<file path="src/rtl/pvd_pkg.sv">
// Shared types and constants of the peak/valley detector.
`default_nettype none

package pvd_pkg;

  // Configuration port geometry
  localparam int unsigned CfgIdxWidth  = 2;
  localparam int unsigned CfgDataWidth = 32;
  localparam int unsigned ThrWidth     = 23;

  // Register indexes
  localparam logic [CfgIdxWidth-1:0] RegDetectValleys  = 2'd0;
  localparam logic [CfgIdxWidth-1:0] RegBackoffSamples = 2'd1;
  localparam logic [CfgIdxWidth-1:0] RegHeightThresh   = 2'd2;

  // Reset values of the registers
  localparam logic [CfgDataWidth-1:0] BackoffReset = 32'd1000;
  localparam logic [ThrWidth-1:0]     ThreshReset  = 23'd15;

  typedef struct packed {
    logic                    detect_valleys;
    logic [CfgDataWidth-1:0] backoff_samples;
    logic [ThrWidth-1:0]     height_threshold;
  } pvd_cfg_t;

endpackage

`default_nettype wire

</file>
<file path="src/rtl/pvd_cfg.sv">
// Configuration register file of the peak/valley detector.
`default_nettype none

module pvd_cfg
  import pvd_pkg::*;
(
  input  wire logic                    clk_i,
  input  wire logic                    rst_ni,
  input  wire logic                    cfg_valid_i,
  output      logic                    cfg_ready_o,
  input  wire logic [CfgIdxWidth-1:0]  cfg_index_i,
  input  wire logic [CfgDataWidth-1:0] cfg_data_i,
  output      pvd_cfg_t                cfg_o
);

  pvd_cfg_t cfg_q;

  assign cfg_ready_o = 1'b1;

  always_ff @(posedge clk_i or negedge rst_ni) begin
    if (!rst_ni) begin
      cfg_q.detect_valleys   <= 1'b0;
      cfg_q.backoff_samples  <= BackoffReset;
      cfg_q.height_threshold <= ThreshReset;
    end else if (cfg_valid_i && cfg_ready_o) begin
      case (cfg_index_i)
        RegDetectValleys:  cfg_q.detect_valleys   <= cfg_data_i[0];
        RegBackoffSamples: cfg_q.backoff_samples  <= cfg_data_i;
        RegHeightThresh:   cfg_q.height_threshold <= cfg_data_i[ThrWidth-1:0];
        default: ; // unknown index: drop the write
      endcase
    end
  end

  assign cfg_o = cfg_q;

endmodule

`default_nettype wire

</file>
<file path="src/rtl/pvd_core.sv">
// Detection state and single-pass peak/valley decision logic.
`default_nettype none

module pvd_core
  import pvd_pkg::*;
#(
  parameter int unsigned SAMPLE_WIDTH = 24,
  parameter int unsigned COUNT_WIDTH  = 32
) (
  input  wire logic                           clk_i,
  input  wire logic                           rst_ni,
  input  wire logic                           fire_i,
  input  wire logic signed [SAMPLE_WIDTH-1:0] sample_i,
  input  wire pvd_cfg_t                       cfg_i,
  output      logic                           found_o,
  output      logic        [COUNT_WIDTH-1:0]  ago_o,
  output      logic signed [SAMPLE_WIDTH-1:0] level_o
);

  localparam int unsigned SW = SAMPLE_WIDTH;
  localparam int unsigned CW = COUNT_WIDTH;
  localparam int unsigned EW = SW + ThrWidth + 1;   // compare width, never wraps
  localparam int unsigned BW = CfgDataWidth + 1;    // backoff compare width

  localparam logic signed [SW-1:0] SMax = {1'b0, {(SW-1){1'b1}}};
  localparam logic signed [SW-1:0] SMin = {1'b1, {(SW-1){1'b0}}};
  localparam logic        [CW-1:0] CMax = {CW{1'b1}};

  function automatic logic signed [SW-1:0] neg_sat(input logic signed [SW-1:0] v);
    return (v == SMin) ? SMax : -v;
  endfunction

  logic signed [SW-1:0] older_q, middle_q, newest_q, cand_q, valley_q;
  logic signed [SW-1:0] older_d, middle_d, newest_d, cand_d, valley_d;
  logic        [CW-1:0] age_q, slp_q, age_d, slp_d;

  logic signed [SW-1:0] cand_upd, valley_upd;
  logic        [CW-1:0] age_inc, slp_inc, age_upd;
  logic signed [EW-1:0] mid_x, cand_x, valley_x, thr_x;
  logic                 is_max, is_min, take, found;

  always_comb begin
    // window shift, sample negated in valley mode
    older_d  = middle_q;
    middle_d = newest_q;
    newest_d = cfg_i.detect_valleys ? neg_sat(sample_i) : sample_i;

    age_inc = (age_q == CMax) ? age_q : age_q + CW'(1);
    slp_inc = (slp_q == CMax) ? slp_q : slp_q + CW'(1);

    is_max = (older_d <= middle_d) && (newest_d <= middle_d);
    is_min = (older_d >= middle_d) && (newest_d >= middle_d);

    mid_x    = EW'(middle_d);
    valley_x = EW'(valley_q);
    thr_x    = EW'($signed({1'b0, cfg_i.height_threshold}));

    // new candidate at a local maximum
    take = is_max && (middle_d > cand_q) && (mid_x > valley_x + thr_x) &&
           (BW'(slp_inc) > BW'(cfg_i.backoff_samples));
    cand_upd = take ? middle_d : cand_q;
    age_upd  = take ? CW'(1) : age_inc;

    // confirm at a local minimum
    cand_x = EW'(cand_upd);
    found  = is_min && (cand_x > mid_x + thr_x);

    cand_d     = found ? SMin : cand_upd;
    slp_d      = found ? age_upd : slp_inc;
    age_d      = age_upd;
    valley_upd = found ? SMax : valley_q;
    valley_d   = (is_min && (middle_d <= valley_upd)) ? middle_d : valley_upd;

    found_o = found;
    ago_o   = found ? age_upd : '0;
    level_o = found ? (cfg_i.detect_valleys ? neg_sat(cand_upd) : cand_upd) : '0;
  end

  always_ff @(posedge clk_i or negedge rst_ni) begin
    if (!rst_ni) begin
      older_q  <= '0;
      middle_q <= '0;
      newest_q <= '0;
      cand_q   <= SMin;
      valley_q <= SMax;
      age_q    <= '0;
      slp_q    <= '0;
    end else if (fire_i) begin
      older_q  <= older_d;
      middle_q <= middle_d;
      newest_q <= newest_d;
      cand_q   <= cand_d;
      valley_q <= valley_d;
      age_q    <= age_d;
      slp_q    <= slp_d;
    end
  end

endmodule

`default_nettype wire

</file>
<file path="src/rtl/pvd_obuf.sv">
// Output register with skid stage for the result stream.
`default_nettype none

module pvd_obuf #(
  parameter int unsigned DATA_WIDTH = 57
) (
  input  wire logic                  clk_i,
  input  wire logic                  rst_ni,
  input  wire logic                  in_valid_i,
  output      logic                  in_ready_o,
  input  wire logic [DATA_WIDTH-1:0] in_data_i,
  output      logic                  out_valid_o,
  input  wire logic                  out_ready_i,
  output      logic [DATA_WIDTH-1:0] out_data_o
);

  logic                  main_v_q, skid_v_q;
  logic [DATA_WIDTH-1:0] main_q, skid_q;
  logic                  in_fire, main_free;

  assign in_ready_o = !skid_v_q;
  assign in_fire    = in_valid_i && in_ready_o;
  assign main_free  = !main_v_q || out_ready_i;

  always_ff @(posedge clk_i or negedge rst_ni) begin
    if (!rst_ni) begin
      main_v_q <= 1'b0;
      skid_v_q <= 1'b0;
    end else if (main_free) begin
      main_v_q <= skid_v_q || in_fire;
      skid_v_q <= 1'b0;
    end else if (in_fire) begin
      skid_v_q <= 1'b1;
    end
  end

  always_ff @(posedge clk_i) begin
    if (main_free) begin
      if (skid_v_q) begin
        main_q <= skid_q;
      end else if (in_fire) begin
        main_q <= in_data_i;
      end
    end else if (in_fire) begin
      skid_q <= in_data_i;
    end
  end

  assign out_valid_o = main_v_q;
  assign out_data_o  = main_q;

endmodule

`default_nettype wire

</file>
<file path="src/rtl/peak_valley_detector.sv">
// Top level of the streaming peak/valley detector.
`default_nettype none

// Peak/valley detector: takes one signed sample per transfer and returns exactly
// one result per sample. The sample enters a three-sample window; a local
// maximum above the current candidate, higher than the running valley by more
// than height_threshold, and arriving after backoff_samples samples since the
// last report becomes the new candidate. A later local minimum more than
// height_threshold below the candidate confirms it: the result carries
// peak_found = 1, the candidate's age in samples (saturating) and its level.
// Otherwise the result is all zeros. With detect_valleys = 1 samples are
// negated (saturating) on entry and the reported level is negated back, so
// valleys are found instead. Throughput is one sample per clock while the
// input is ready: all decision logic is one combinational pass from the state
// registers into a result register. A skid stage behind the result register
// keeps the input ready while one result waits, so a stalled output side stops
// the input only after two results are pending. Configuration writes complete
// in the cycle they are presented and are meant for an idle block.
module peak_valley_detector
  import pvd_pkg::*;
#(
  parameter int unsigned SAMPLE_WIDTH = 24,
  parameter int unsigned COUNT_WIDTH  = 32
) (
  input  wire logic                          clk_i,
  input  wire logic                          rst_ni,
  // configuration write channel
  input  wire logic                          cfg_valid_i,
  output      logic                          cfg_ready_o,
  input  wire logic [CfgIdxWidth-1:0]        cfg_index_i,
  input  wire logic [CfgDataWidth-1:0]       cfg_data_i,
  // sample stream
  input  wire logic                          s_axis_tvalid_i,
  output      logic                          s_axis_tready_o,
  input  wire logic [((SAMPLE_WIDTH+7)/8)*8-1:0] s_axis_tdata_i,  // sample_in
  // result stream
  output      logic                          m_axis_tvalid_o,
  input  wire logic                          m_axis_tready_i,
  output      logic [((COUNT_WIDTH+SAMPLE_WIDTH+7)/8)*8-1:0] m_axis_tdata_o,
                                             // samples_ago, peak_level
  output      logic                          m_axis_tuser_o   // peak_found
);

  localparam int unsigned OutW = ((COUNT_WIDTH + SAMPLE_WIDTH + 7) / 8) * 8;
  localparam int unsigned PW   = 1 + SAMPLE_WIDTH + COUNT_WIDTH;

  pvd_cfg_t cfg;

  logic                           s_fire;
  logic                           found;
  logic        [COUNT_WIDTH-1:0]  ago;
  logic signed [SAMPLE_WIDTH-1:0] level;
  logic        [PW-1:0]           res_in, res_out;

  // register file
  pvd_cfg u_cfg (
    .clk_i       (clk_i),
    .rst_ni      (rst_ni),
    .cfg_valid_i (cfg_valid_i),
    .cfg_ready_o (cfg_ready_o),
    .cfg_index_i (cfg_index_i),
    .cfg_data_i  (cfg_data_i),
    .cfg_o       (cfg)
  );

  // state advances on every accepted sample
  assign s_fire = s_axis_tvalid_i && s_axis_tready_o;

  pvd_core #(
    .SAMPLE_WIDTH (SAMPLE_WIDTH),
    .COUNT_WIDTH  (COUNT_WIDTH)
  ) u_core (
    .clk_i    (clk_i),
    .rst_ni   (rst_ni),
    .fire_i   (s_fire),
    .sample_i ($signed(s_axis_tdata_i[SAMPLE_WIDTH-1:0])),
    .cfg_i    (cfg),
    .found_o  (found),
    .ago_o    (ago),
    .level_o  (level)
  );

  // pack result: flag on top, then level, then age in the low bits
  assign res_in = {found, level, ago};

  pvd_obuf #(
    .DATA_WIDTH (PW)
  ) u_obuf (
    .clk_i       (clk_i),
    .rst_ni      (rst_ni),
    .in_valid_i  (s_fire),
    .in_ready_o  (s_axis_tready_o),
    .in_data_i   (res_in),
    .out_valid_o (m_axis_tvalid_o),
    .out_ready_i (m_axis_tready_i),
    .out_data_o  (res_out)
  );

  assign m_axis_tuser_o = res_out[PW-1];
  assign m_axis_tdata_o = OutW'(res_out[PW-2:0]);

`ifndef ASSERT_OFF
  // input back-pressure only when a result is already waiting
  a_ready_implies_pending : assert property (
    @(posedge clk_i) disable iff (!rst_ni)
    !s_axis_tready_o |-> m_axis_tvalid_o
  ) else $error("input stalled with no result pending");

  // accepting into a full, stalled output fills the skid stage
  a_skid_fill : assert property (
    @(posedge clk_i) disable iff (!rst_ni)
    s_fire && m_axis_tvalid_o && !m_axis_tready_i |=> !s_axis_tready_o
  ) else $error("skid stage did not take the stalled result");

  // results without a peak carry zero payload
  a_no_peak_zero : assert property (
    @(posedge clk_i) disable iff (!rst_ni)
    m_axis_tvalid_o && !m_axis_tuser_o |-> (m_axis_tdata_o == '0)
  ) else $error("no-peak result with nonzero payload");

  // a confirmed peak is at least one sample old
  a_peak_age : assert property (
    @(posedge clk_i) disable iff (!rst_ni)
    m_axis_tvalid_o && m_axis_tuser_o |-> (res_out[COUNT_WIDTH-1:0] != '0)
  ) else $error("confirmed peak with zero age");
`endif

endmodule

`default_nettype wire

</file>
<file path="config.mk">
export PLATFORM = sky130hd
export DESIGN_NAME = peak_valley_detector
export DESIGN_NICKNAME = d
export VERILOG_FILES = /design/src/rtl/pvd_pkg.sv /design/src/rtl/pvd_cfg.sv /design/src/rtl/pvd_core.sv /design/src/rtl/pvd_obuf.sv /design/src/rtl/peak_valley_detector.sv
export SDC_FILE = /design/constraint.sdc
export NUM_CORES = 1
export LEC_CHECK = 0
export ABC_AREA = 0
export BUFFER_PORTS_ARGS = -buffer_cell sky130_fd_sc_hd__buf_2
export CAP_MARGIN = 20
export CORE_ASPECT_RATIO = 2
export CORE_MARGIN = 1.5
export CORE_UTILIZATION = 55
export CTS_CLUSTER_SIZE = 25
export DETAILED_ROUTE_END_ITERATION = 6
export PLACE_DENSITY_LB_ADDON = 0.3
export SYNTH_ARGS = -nofsm -noshare
export SYNTH_HDL_FRONTEND = slang
export SYNTH_SLANG_ARGS = --single-unit
</file>
<file path="constraint.sdc">
create_clock -name clk_i -period 10.8 [get_ports clk_i]
set_input_delay 0.54 -clock clk_i [delete_from_list [all_inputs] [get_ports clk_i]]
set_output_delay 0.54 -clock clk_i [all_outputs]
set_load 0.03 [all_outputs]
</file>
==> metrics <==
worst setup slack after placement -83.2 ps; WL per Instance 22.3 um; Crit. End Element flip-flop; Synth cell types 87; total of endpoints with negative setup slack in the final report 0; critical path launch point s_axis_tdata_i[1]; number of failing hold endpoints at the final stage 3; Hold Crit Class in -> async; most frequent cell on the critical path sky130_fd_sc_hd__or3_1; peak clock frequency supported by timing 97.1 MHz; later-pin clock latency in the skew report 550 ps; fraction of layout instances using a drive strength above 1 0.185; H-Tree Depth 2; Core Util, Final 0.635; final total power 7.06 mW; global-route wire length before repair 107000 um; buffer levels on the longest clock path 3; most area-consuming cells after synthesis sky130_fd_sc_hd__dfrtp_1, sky130_fd_sc_hd__edfxtp_1, sky130_fd_sc_hd__ha_1, sky130_fd_sc_hd__nand2_1, sky130_fd_sc_hd__mux2_2; count of hold buffers inserted by post-cts repair 0; total global routing overflow 0; horizontal die dimension 145 um; Post-DRT Antenna Nets 0; area share of the leading cell type in the synthesized netlist 0.207; Worst R2R Start u_core.valley_q[1]; register-to-register path setup slack 560 ps; fin crit period 10300 ps; Die Y roughly 290 um; CTS tree yes; final net count 2834; overall die area roughly 42000 um2; Net Count, Synth 2676; number of primary I/O pins approximately 120; largest fanout on the critical path 24; total via count after detailed routing ~19000; TritonCTS buffer count 34; Reg area 8920 um2; starting density of the core 0.555; vias in the first global route 19700; number of inserted filler cells in the final layout roughly 3400; total routing usage reported by global routing 0.332; count of input and output buffers 121; fraction of registers with async set or reset after synthesis 0.657; portion of netlist area occupied by mux cells 0.0489; final count of pins violating max slew 0; Area growth syn-to-layout 14.3%; post-synthesis xor/xnor area fraction 0.0488; largest incremental delay on the critical path 610 ps; YS warnings 0; buffer cell driving the clock tree root sky130_fd_sc_hd__clkbuf_16; antenna violations before repair 0; synthesized-area fraction occupied by ao, oa, aoi and oai cells 0.161; area of the multi-input gates 12600 um2; number of non-filler instances in the completed layout 3099; initial detailed-routing violation count 1072; sequential share of the synthesized area 0.401; adder-cell area share of the yosys netlist 0.129; wirelength, routed 69200 um; total of flip-flops plus latches after synthesis 332; worst-case setup margin in the final layout between 500 and 600 ps; placed insts 3030; measured slew at the worst slew-check pin 939 ps; clock transition at the registers of the reported paths 60 ps; # DRC 0; synthesized-area fraction occupied by and/or/nand/nor cells 0.166; Pwr Density ~280 nW/um2; outcome complete, but fails checks; hold slack -13.7 ps; count of mapped cells out of synthesis 2386; post-synthesis instance area 22300 um2; core outline area ~40000 um2; synthesized area per cell 9.33 um2; Post-Route Skew slightly below 30 ps; Worst R2R Path Depth 57; startpoint kind of the worst setup timing path primary input; final clock period utilization by the worst path 0.954; Via density 6.19; max capacitance violation total 0; Sum Neg Setup Slack 0 ps; Rel. slew slack 0.365; Worst VDD drop around 0.18 mV; row count 104; CP Data Arrival Time 10750 ps; data required time at the worst endpoint 11250 ps; violated checks hold timing; number of flops mapped to enable cells by yosys approximately 110; CTS Sinks between 300 and 400; critical setup path kind in -> reg; Pre-Repair DR Iteration Count 6; endpoint of the lowest-slack register-to-register path u_core.valley_q[5]; Yosys top cell by area sky130_fd_sc_hd__dfrtp_1; CP max stage cell sky130_fd_sc_hd__a2111oi_1; maximum number of pins on one net before global-route repair 108; Post-DP HPWL between 50000 and 60000 um; main combinational cell family by area after synthesis simple AND/OR/NAND/NOR gates; Leak 11.3 nW; dominant register cell in the synthesized netlist sky130_fd_sc_hd__dfrtp_1; Final GP Congestion 0.974; count of antenna diodes in the layout 0
[critical path: cells and delay by family]
family                   cells  cell delay (ps)
adder cells (fa/ha/maj)      3              930
AO/OA/AOI/OAI               15             3180
multiplexers                 1              200
AND/OR/NAND/NOR             21             4640
buffers and inverters        8             1250
[how the worst max path moves through the flow]
stage	slack, ps	to
2_1_floorplan	20	u_core.valley_q[14]
3_3_place_gp	240	u_core.valley_q[8]
3_5_place_dp	-80	u_core.valley_q[9]
4_1_cts	60	u_core.valley_q[9]
5_1_grt	-30	u_core.valley_q[12]
6_report	500	u_core.valley_q[5]
[registers in the layout, summed over array words and instances, names as in the netlist]
| signal | flops |
|---|---|
| u_cfg.cfg_o | 56 |
| u_core.age_q | 32 |
| u_core.cand_q | 24 |
| u_core.middle_d | 24 |
| u_core.middle_q | 24 |
| u_core.slp_q | 32 |
| u_core.valley_q | 24 |
| u_obuf.out_data_o | 57 |
| u_obuf.out_valid_o | 1 |
| u_obuf.skid_q | 57 |
| u_obuf.skid_v_q | 1 |
[cells in the mapped netlist, drive strengths merged (34+ instances only)]
cell    instances
nand2         300
ha            225
o21ai         202
dfrtp         184
inv           152
nor2          148
a21oi         129
edfxtp        114
xnor2          88
mux2           85
clkbuf         72
nand3          66
nand4          51
o31ai          51
or3            49
nor3           42
xor2           36
a21o           34
dfstp          34
[per-stage QoR]
stage	hold WS (ps)	instance area, um2
after CTS	80.0	25200
final	-13.7	25400
after global placement	462	23900
after global routing	72.6	25400
after floorplan	244	22300
after detailed placement	476	23900
[cells by family (layout without fill, tap and decap cells)]
logic type,Yosys count,count (layout)
DFF,332,332
buffers and inverters,256,439
AOI/OAI and AO/OA,572,572
other,1,1
adders and majority gates,228,228
and+or+nand+nor,776,776
xor gates and xnor gates,124,124
muxes,97,97
[metal layers]
layer	global-route usage	vias up	share of wire
li1	-	8909	-
met1	0.314	9203	0.32
met2	0.600	719	0.51
met3	0.0403	361	0.045
met4	0.349	0	0.13
met5	0	-	0
[repair_timing]
item                       4_1_cts  5_1_grt
hold endpoints to repair         0        0
gates resized for setup          6       49
cloned                           1        2
buffers inserted                 0        6
setup endpoints to repair       24       24
pin swaps                        3       25
[power by group]
part           switching (mW)  total, mW  internal (mW)
clock network           0.526       1.29          0.767
registers               0.322       1.97           1.64
logic                    2.24       3.80           1.56
total                    3.09       7.06           3.97
[area by class of cell]
| class | instances | area share |
|---|---|---|
| multi-input cells | 1798 | 0.494 |
| flip-flops and latches | 332 | 0.351 |
| repair buffers | 225 | 0.0589 |
| well taps | 530 | 0.0261 |
| inverters | 153 | 0.0226 |
| clock inverters | 14 | 0.00865 |
| clock buffers | 47 | 0.0389 |
[cells in the final DEF, fill, tap and decap left out, types with 7 or more instances in the layout]
cell / n
sky130_fd_sc_hd__nand2_1: 298
sky130_fd_sc_hd__ha_1: 223
sky130_fd_sc_hd__dfrtp_1: 183
sky130_fd_sc_hd__o21ai_0: 165
sky130_fd_sc_hd__inv_1: 150
sky130_fd_sc_hd__nor2_1: 144
sky130_fd_sc_hd__buf_2: 120
sky130_fd_sc_hd__a21oi_1: 118
sky130_fd_sc_hd__edfxtp_1: 114
sky130_fd_sc_hd__buf_4: 97
sky130_fd_sc_hd__xnor2_1: 88
sky130_fd_sc_hd__mux2_2: 85
sky130_fd_sc_hd__nand3_1: 65
sky130_fd_sc_hd__nand4_1: 51
sky130_fd_sc_hd__o31ai_1: 47
sky130_fd_sc_hd__or3_1: 44
sky130_fd_sc_hd__nor3_1: 37
sky130_fd_sc_hd__clkbuf_16: 37
sky130_fd_sc_hd__o21ai_1: 36
sky130_fd_sc_hd__xor2_1: 35
sky130_fd_sc_hd__a21o_1: 34
sky130_fd_sc_hd__dfstp_2: 34
sky130_fd_sc_hd__a31oi_1: 31
sky130_fd_sc_hd__and3_1: 23
sky130_fd_sc_hd__o22a_1: 23
sky130_fd_sc_hd__nor2b_1: 21
sky130_fd_sc_hd__nand2b_1: 19
sky130_fd_sc_hd__o21a_1: 15
sky130_fd_sc_hd__nor4_1: 13
sky130_fd_sc_hd__a21oi_2: 11
sky130_fd_sc_hd__mux2i_1: 8
sky130_fd_sc_hd__a211oi_1: 7
sky130_fd_sc_hd__and4_1: 7
sky130_fd_sc_hd__nand3b_1: 7
sky130_fd_sc_hd__o21bai_1: 7
sky130_fd_sc_hd__clkbuf_8: 7
Power figures use the tool's default switching activity.
